===== src/hdl/fcc_pkg.sv =====
// Shared constants and types for the frame CRC-16 checker.
// No dependencies; used by fcc_crc_byte and frame_crc16_checker_top.
`default_nettype none
package fcc_pkg;

	// Frame layout: payload bytes followed by a two-byte big-endian CRC.
	localparam int FRAME_BYTES = 10;
	localparam int PAYLOAD_BYTES = FRAME_BYTES - 2;
	localparam int POS_W = $clog2(FRAME_BYTES + 1);

	// Saturating frame counters; the result port carries the low 32 bits.
	localparam int COUNT_WIDTH = 32;
	localparam int TOTAL_W = 32;

	// CRC-16-CCITT, XMODEM flavor: MSB first, no reflection, no final XOR.
	localparam logic [15:0] CRC_POLY = 16'h1021;
	localparam logic [15:0] CRC_INIT = 16'h0000;

	typedef logic [POS_W-1:0] pos_t;
	typedef logic [COUNT_WIDTH-1:0] count_t;

	typedef enum logic [1:0] {
		VERDICT_MATCH    = 2'd0,
		VERDICT_MISMATCH = 2'd1,
		VERDICT_SKIP     = 2'd2
	} verdict_t;

endpackage
`default_nettype wire


===== src/hdl/fcc_crc_byte.sv =====
// Byte-wide CRC-16-CCITT update: one XOR network, eight bit steps unrolled.
// Depends on fcc_pkg for the polynomial.
`default_nettype none
module fcc_crc_byte (
	input  wire logic [15:0] crc_in,
	input  wire logic [7:0]  data,
	output logic      [15:0] crc_out
);

	always_comb begin
		logic [15:0] c;
		c = crc_in ^ {data, 8'h00};
		for (int k = 0; k < 8; k++) begin
			if (c[15]) begin
				c = {c[14:0], 1'b0} ^ fcc_pkg::CRC_POLY;
			end else begin
				c = {c[14:0], 1'b0};
			end
		end
		crc_out = c;
	end

endmodule
`default_nettype wire


===== src/hdl/frame_crc16_checker_top.sv =====
// Top level of the frame CRC-16 checker: frame state, counters, result register.
// Depends on fcc_pkg and fcc_crc_byte.
//
// Usage:
//   Slave side (s_*) takes one frame byte per transaction; s_tlast marks the
//   last byte of a frame. Bytes without s_tlast produce no result.
//   Master side (m_*) delivers one result transaction per frame: verdict in
//   m_tuser, computed and received CRCs and three saturating frame counters
//   in m_tdata.
//   Output: the result for a frame appears on m_tvalid in the cycle after its
//   last byte is accepted.
//   Throughput: one byte per cycle while the output register is empty or
//   m_tready is high; the byte-wide CRC update is a single XOR network
//   between the frame state and the result register.
//   Stall: while a result waits in the output register and m_tready is low,
//   no byte is accepted; the next is taken in the same cycle the register drains.
//   Reset (arst_n low, asynchronous): CRC, byte position, tail bytes and all
//   counters clear to zero, and the output register empties.
//   A frame whose length is not FRAME_BYTES gets the skip verdict.
`default_nettype none
module frame_crc16_checker_top (
	input  wire logic         clk,
	input  wire logic         arst_n,

	input  wire logic         s_tvalid,
	output logic              s_tready,
	input  wire logic [7:0]   s_tdata,   // [7:0] data_byte
	input  wire logic         s_tlast,   // frame_end

	output logic              m_tvalid,
	input  wire logic         m_tready,
	output logic      [127:0] m_tdata,   // [15:0] computed_crc, [31:16] received_crc,
	                                     // [63:32] match_total, [95:64] mismatch_total,
	                                     // [127:96] skip_total
	output logic      [1:0]   m_tuser    // [1:0] verdict
);

	fcc_pkg::pos_t     pos_q;
	logic [15:0]       crc_q;
	logic [15:0]       tail_q;
	fcc_pkg::count_t   good_q, bad_q, drop_q;

	logic              m_valid_q;
	fcc_pkg::verdict_t verdict_q;
	logic [15:0]       out_crc_q, out_tail_q;
	logic [fcc_pkg::TOTAL_W-1:0] out_good_q, out_bad_q, out_drop_q;

	logic              accept;
	logic [15:0]       crc_upd, crc_next, tail_next;
	logic              in_payload, len_ok;
	fcc_pkg::verdict_t verdict_next;
	fcc_pkg::count_t   good_next, bad_next, drop_next;

	fcc_crc_byte u_crc (
		.crc_in  (crc_q),
		.data    (s_tdata),
		.crc_out (crc_upd)
	);

	assign s_tready = !m_valid_q || m_tready;
	assign accept = s_tvalid && s_tready;

	assign in_payload = pos_q < fcc_pkg::POS_W'(fcc_pkg::PAYLOAD_BYTES);
	assign len_ok     = pos_q == fcc_pkg::POS_W'(fcc_pkg::FRAME_BYTES - 1);
	assign crc_next   = in_payload ? crc_upd : crc_q;
	assign tail_next  = {tail_q[7:0], s_tdata};

	always_comb begin
		good_next = good_q;
		bad_next  = bad_q;
		drop_next = drop_q;
		if (!len_ok) begin
			verdict_next = fcc_pkg::VERDICT_SKIP;
			if (drop_q != '1) drop_next = drop_q + 1'b1;
		end else if (crc_next == tail_next) begin
			verdict_next = fcc_pkg::VERDICT_MATCH;
			if (good_q != '1) good_next = good_q + 1'b1;
		end else begin
			verdict_next = fcc_pkg::VERDICT_MISMATCH;
			if (bad_q != '1) bad_next = bad_q + 1'b1;
		end
	end

	// Frame state and counters
	always_ff @(posedge clk or negedge arst_n) begin
		if (!arst_n) begin
			pos_q  <= '0;
			crc_q  <= fcc_pkg::CRC_INIT;
			tail_q <= '0;
			good_q <= '0;
			bad_q  <= '0;
			drop_q <= '0;
		end else if (accept) begin
			tail_q <= tail_next;
			if (s_tlast) begin
				// restart the frame
				pos_q  <= '0;
				crc_q  <= fcc_pkg::CRC_INIT;
				good_q <= good_next;
				bad_q  <= bad_next;
				drop_q <= drop_next;
			end else begin
				crc_q <= crc_next;
				if (pos_q < fcc_pkg::POS_W'(fcc_pkg::FRAME_BYTES)) pos_q <= pos_q + 1'b1;
			end
		end
	end

	// Output valid
	always_ff @(posedge clk or negedge arst_n) begin
		if (!arst_n) begin
			m_valid_q <= 1'b0;
		end else if (accept && s_tlast) begin
			m_valid_q <= 1'b1;
		end else if (m_tready) begin
			m_valid_q <= 1'b0;
		end
	end

	// Output payload: load on the last byte of a frame
	always_ff @(posedge clk) begin
		if (accept && s_tlast) begin
			verdict_q  <= verdict_next;
			out_crc_q  <= crc_next;
			out_tail_q <= tail_next;
			out_good_q <= fcc_pkg::TOTAL_W'(good_next);
			out_bad_q  <= fcc_pkg::TOTAL_W'(bad_next);
			out_drop_q <= fcc_pkg::TOTAL_W'(drop_next);
		end
	end

	assign m_tvalid = m_valid_q;
	assign m_tuser  = verdict_q;
	assign m_tdata  = {out_drop_q, out_bad_q, out_good_q, out_tail_q, out_crc_q};

endmodule
`default_nettype wire

===== config.mk =====
export PLATFORM = sky130hd
export DESIGN_NAME = frame_crc16_checker_top
export DESIGN_NICKNAME = d
export VERILOG_FILES = /design/src/hdl/fcc_pkg.sv /design/src/hdl/fcc_crc_byte.sv /design/src/hdl/frame_crc16_checker_top.sv
export SDC_FILE = /design/constraint.sdc
export NUM_CORES = 1
export LEC_CHECK = 0
export BUFFER_PORTS_ARGS = -buffer_cell sky130_fd_sc_hd__buf_2
export CAP_MARGIN = 0
export CORE_MARGIN = 2
export CORE_UTILIZATION = 25
export CTS_BUF_LIST = sky130_fd_sc_hd__clkbuf_2
export DETAILED_ROUTE_END_ITERATION = 10
export HOLD_SLACK_MARGIN = 0.05
export PLACE_DENSITY = 0.44
export SLEW_MARGIN = 20
export SYNTH_ARGS = -nofsm -noshare
export SYNTH_HDL_FRONTEND = slang
export SYNTH_HIERARCHICAL = 1
export SYNTH_SLANG_ARGS = --single-unit

===== constraint.sdc =====
create_clock -name clk -period 5.5 [get_ports clk]
set_clock_uncertainty 0.15 [all_clocks]
set_input_delay 0.55 -clock clk [delete_from_list [all_inputs] [get_ports clk]]
set_output_delay 0.55 -clock clk [all_outputs]
set_load 0.01 [all_outputs]

# ---- Yosys cells after proc, flatten, opt, wreduce, memory -nomap -nowiden
# Index checks and enable logic that the tools add are counted.
# W data, S select, Z words.
dict set report classes {
  order_cmp 2
  n_bitwise 9
  eq_ne 5
  add_sub_neg 4
  shift 0
  div_mod_pow 0
  mux 23
  n_reduce_logical 8
  n_mul 0
}
# operator n
set op_table {}
lappend op_table {{$mux W32} 8}
lappend op_table {{$mux W13} 8}
lappend op_table {{$add A32 B1 Y32 const B} 3}
lappend op_table {{$ne A32 B32 Y1 const B} 3}
lappend op_table {{$mux W16} 2}
lappend op_table {{$not A3 Y3} 8}
lappend op_table {{$eq A16 B16 Y1} 1}
lappend op_table {{$xor A16 B16 Y16} 1}
lappend op_table {{$lt A4 B4 Y1 const B} 2}
lappend op_table {{$mux W4} 2}
lappend op_table {{$add A4 B1 Y4 const B} 1}
lappend op_table {{$eq A4 B4 Y1 const B} 1}
lappend op_table {{$reduce_and A2 Y1} 2}
lappend op_table {{$reduce_bool A2 Y1} 2}
lappend op_table {{$mux W1} 3}
lappend op_table {{$logic_and A1 B1 Y1} 2}
lappend op_table {{$logic_not A1 Y1} 1}
lappend op_table {{$logic_or A1 B1 Y1} 1}
dict set report totals {
  output_inout_bits 132
  ramBits 0
  rom_bits 0
  register_bits 255
  inputBits 13
  mem_count 0
  latchBits 0
  wordCells 64
}

# ---- Longest topological paths before layout
dict set report depth {
  depth_word 21
  ltp_mapped 11
  mapped_depth_nobuf 9
}

# ---- Hierarchy
# Netlist, hierarchy kept.
# mod seq_area_each_um2 area_each_um2 cells_each instances
set modules_own_cells {}
lappend modules_own_cells {frame_crc16_checker_top 7031.7 11979.0 1033 1}
lappend modules_own_cells {fcc_crc_byte 0.0 395.4 25 1}

# ---- Least setup slack after synthesis
# No wires, ideal clock.
dict set report synth_path {
  kind {input port to flip-flop}
  startpoint {input port m_tready}
  endpoint {register good_q[27]}
  arrival_ps 5046
  slack_ps 173
  n_path_buf 2
  required_ps 5218
  path_stages 8
  setup_time_ps 132
  path_cell_list {nand2b_1 nand3_1 clkinv_1 nand2_1 clkbuf_1 clkbuf_1 nor3_1 xor2_1}
}
dict set report synth_via {
  elab_chain_cells 3
}
# item line_no
set synth_lines {}
lappend synth_lines {{start: declaration} frame_crc16_checker_top.sv:31} ;# input wire logic m_tready,
lappend synth_lines {{$logic_or A1 B1 Y1} frame_crc16_checker_top.sv:60} ;# assign s_tready = !m_valid_q || m_tready;
lappend synth_lines {{$logic_and A1 B1 Y1} frame_crc16_checker_top.sv:61} ;# assign accept = s_tvalid && s_tready;
lappend synth_lines {{$reduce_and A2 Y1 (no source line)} n/a}
lappend synth_lines {{end signal: assignment} frame_crc16_checker_top.sv:99} ;# good_q <= good_next;
lappend synth_lines {{end: declaration} frame_crc16_checker_top.sv:41} ;# fcc_pkg::count_t good_q, bad_q, drop_q;
# Every way passes these cells.
# A chain may end at the register's enable or synchronous reset.

# ---- Worst setup path in the final report
dict set report layout_path {
  startpoint {register crc_q[13]}
  endpoint {register out_bad_q[1] (netlist name) (data pin)}
}
dict set report layout_via {
  elab_cells_between_ends 12
  classes_between {1 x eq/ne; 9 x mux; 2 x bitwise}
}
# item line_no
set layout_lines {}
lappend layout_lines {{start: declaration} frame_crc16_checker_top.sv:39} ;# logic [15:0] crc_q;
lappend layout_lines {{start signal: assignment} frame_crc16_checker_top.sv:88} ;# crc_q <= fcc_pkg::CRC_INIT;
lappend layout_lines {{start signal: assignment} frame_crc16_checker_top.sv:98} ;# crc_q <= fcc_pkg::CRC_INIT;
lappend layout_lines {{start signal: assignment} frame_crc16_checker_top.sv:103} ;# crc_q <= crc_next;
lappend layout_lines {{$xor A16 B16 Y16} fcc_crc_byte.sv:12} ;# c = crc_in ^ {data, 8'h00};
lappend layout_lines {{$mux W13 (3 in a row)} fcc_crc_byte.sv:14} ;# if (c[15]) begin
lappend layout_lines {{named net crc_upd[6]} frame_crc16_checker_top.sv:49} ;# logic [15:0] crc_upd, crc_next, tail_next;
lappend layout_lines {{$mux W16} frame_crc16_checker_top.sv:65} ;# assign crc_next = in_payload ? crc_upd : crc_q;
lappend layout_lines {{$eq A16 B16 Y1} frame_crc16_checker_top.sv:75} ;# end else if (crc_next == tail_next) begin
lappend layout_lines {{$mux W32} frame_crc16_checker_top.sv:75}
lappend layout_lines {{$mux W32} frame_crc16_checker_top.sv:72} ;# if (!len_ok) begin
lappend layout_lines {{named net bad_next[1]} frame_crc16_checker_top.sv:52} ;# fcc_pkg::count_t good_next, bad_next, drop_next;
lappend layout_lines {{end signal: assignment} frame_crc16_checker_top.sv:127} ;# out_bad_q <= fcc_pkg::TOTAL_W'(bad_next);
lappend layout_lines {{end: declaration} frame_crc16_checker_top.sv:46} ;# logic [fcc_pkg::TOTAL_W-1:0] out_good_q, out_bad_q, out_drop_q;
# The timed path passes the listed nets, and every way through them passes these cells.

==> reports/qor.yml <==
clock_network:
  clock_sinks: 255
  clk_pin_slew_ns: 0.10
  clk-insertion-delay-late_ns: 0.98
  h-tree-depth: 3
  post_cts_buffers: 0
  numCtsBuffers: 78
  cts_tree: "built"
  cts_root_buf: "clkbuf_2"
  clock_path_buffers: 3
critical_path:
  rr_startpoint: "crc_q[13]"
  cp-start-kind: "register"
  crit_type: "reg2reg"
  cp_max_fo: 83
  end_kind: "register"
  worstPathArrival_ns: 4.57
  r2r_end: "out_bad_q[1]"
  rrSetupSlack_ns: 1.49
  reg2reg_depth: 9
  cp.required_ns: 6.06
hold_path:
  hp-start: "s_tdata[1]"
  hold_depth: 2
  min_to: "out_tail_q[1]"
  holdCritPathClass: "in2reg"
floorplanning:
  pin_count: 145
  start_util_pct: 25.3
  num_rows: 81
  dieHeight_um: 226
  die_x_um: 226
  coreArea_um2: 49000
  die-area_um2: 51300
synth:
  synthArstFlopShare_pct: 49.0
  ys.flop_type: "edfxtp_1"
  ys_ff_latch: 255
  yosysWarnings: 6
  syn_area_um2: 12400
  synthCells: 1058
  syn_avg_cell_area_um2: 11.7
  synth_edf_count: 130
  synth_fp_nets: 1076
  ys_seq_area_share_pct: 56.8
  ys_types: 65
  synthTopCellsByCount: "xnor2_1 (141), edfxtp_1 (130), dfrtp_1 (125)"
  yosysMostFrequentCell: "xnor2_1"
  synthTopCellsByArea: "edfxtp_1 (32%), dfrtp_1 (25%), xnor2_1 (10%)"
  yosysTopAreaCellShare_pct: 31.5
  yosys.area.top_type: "edfxtp_1"
sta:
  maxSlewViolCount: 0
  period_needed_ns: 4.01
  rsz0062_at_grt: "no"
  max-slew-margin-rel_pct: 27.5
  finalSetupViolations: 0
  fin_tns_setup_ns: 0
  max_freq_mhz: 250
  layout_setup_ws_ns: 1.49
  timing.final.hold_violations: 0
  worstMarginPinSlew_ns: 1.08
  whs_ns: 0.272
  period_share_pct: 72.9
placed_design:
  io_buffers: 144
  place_hpwl_um: 19800
  dp.cells: 1819
  gp_congestion: 0.772
  post-place-ws_ns: 1.20
drt:
  drcViolationCount: 0
  ant_nets: 0
  post_drt_wl_per_cell_um: 15.9
  vias_per_cell: 4.37
  vias: 8694
  drtIter0Drc: 424
  drtPass1Iterations: 4
  wirelength_um: 31600
power_and_ir_drop:
  p_leak_nw: 6.07
  p_per_area_nw_per_um2: 339
  ir_drop_uv: 202
global_route:
  grt_util_met1_pct: 16.6
  grtUsageTotal_pct: 12.7
  grt-busiest-layer: "met2"
  grt_pass1_vias: 8917
  grt_use_met2_pct: 19.0
  grt_overflow_total: 0
  use_met3_pct: 3.98
  antenna_found_initial: 1
  grt_max_degree: 84
  grt_pass1_wl_um: 50200
cells_and_area:
  utilization_pct: 30.2
  syn_to_final_growth_pct: 19.4
  fin_nets: 1275
  drive_gt1_share_pct: 24.1
  final_cell_count_no_fill: 1988
flow_run:
  max-cap-violations: 0
status:
  status: "finished, final reports clean"
==> per-stage QoR <==
step                total power, mW  instance area [um^2]
finish                         5.02                 14800
global route                   5.38                 14800
CTS                            5.16                 14800
detailed placement             3.54                 13800
global placement               3.55                 13800
floorplan                      3.23                 12400
==> critical path, stage by stage, from the launching register on <==
cell,delay [ns]
dfrtp_1,0.43
xnor2_2,0.38
xnor3_1,0.49
mux2i_2,0.24
xnor2_1,0.11
nor4_2,0.42
nand4_4,0.52
buf_12,0.42
nand2_1,0.16
mux2_2,0.35
==> logic make-up (layout without fill, tap and decap cells) <==
family          count (synthesis)  count (layout)  share of synthesized area [%]
xor+xnor                      226             226                           17.5
compound gates                 31              31                           1.77
simple gates                  430             430                           18.6
fa+ha+maj                       5               5                          0.506
other cells                     0               3                              0
mux                            21              21                           1.84
flops                         255             255                           56.8
buf+inv                        90             353                           2.96
==> final cells by class <==
type	instances	area (um^2)
Antenna cell	3	7.51
Clock buffer	117	586
Clock inverter	27	130
Fill cell	5160	34200
Inverter	29	114
Multi-Input combinational cell	713	4990
Sequential cell	255	7030
Tap cell	664	831
Timing Repair Buffer	180	1080
==> registers in the layout (all words and copies together) (netlist names) <==
name,flops
out_good_q,32
crc_q,16
out_crc_q,16
m_tvalid,1
pos_q,4
bad_q,32
out_drop_q,32
out_tail_q,16
m_tuser,2
tail_q,8
drop_q,32
good_q,32
out_bad_q,32
==> how the worst max path moves through the flow <==
stage,startpoint,endpoint,slack (ns)
after detailed placement,s_tdata[5],out_bad_q[1],1.20
after CTS,pos_q[3],out_bad_q[1],1.37
after global placement,s_tdata[5],out_bad_q[1],1.21
after global routing,crc_q[13],out_bad_q[1],1.23
after floorplan,m_tready,good_q[27],0.17
final,crc_q[13],out_bad_q[1],1.49
==> routing by layer <==
metal / part of all wire [%] / up-vias
li1: - / 4195
met3: 5.5 / 61
met5: 0 / -
met1: 47 / 4242
met2: 45 / 196
met4: 2.7 / 0
==> timing repair <==
item,4_1_cts,5_1_grt
hold endpoints to repair,109,0
hold buffers,21,0
resized for setup,0,0
==> cell usage in the layout, fill, tap and decap left out, types with 4 or more instances in the layout <==
| cell type | synthesis | routed |
|---|---|---|
| nor3_1 | 46 | 46 |
| xnor3_1 | 4 | 4 |
| buf_2 | 11 | 143 |
| buf_4 | 2 | 14 |
| and4_1 | 11 | 11 |
| and3_1 | 18 | 18 |
| nand2_1 | 99 | 99 |
| clkbuf_2 | 0 | 117 |
| nand4_1 | 53 | 53 |
| mux2_2 | 5 | 5 |
| dfrtp_1 | 125 | 124 |
| dlygate4sd3_1 | 0 | 20 |
| ha_1 | 5 | 5 |
| nor4_2 | 4 | 4 |
| nand3_1 | 93 | 93 |
| edfxtp_1 | 130 | 130 |
| a21oi_1 | 5 | 4 |
| xor2_1 | 72 | 72 |
| mux2i_1 | 13 | 13 |
| nor4_1 | 10 | 10 |
| inv_1 | 28 | 28 |
| o31ai_1 | 16 | 16 |
| nor2_1 | 55 | 54 |
| or4_1 | 6 | 6 |
| clkinv_1 | 1 | 21 |
| xnor2_1 | 141 | 141 |
==> power by group <==
| part | switching [mW] | internal, mW | total [mW] | leakage (nW) |
|---|---|---|---|---|
| sequential | 0.135 | 2.22 | 2.36 | 2.86 |
| clock | 0.901 | 0.615 | 1.52 | 0.554 |
| combinational | 0.592 | 0.549 | 1.14 | 2.66 |
No activity file was read; power rests on OpenSTA's default activity.
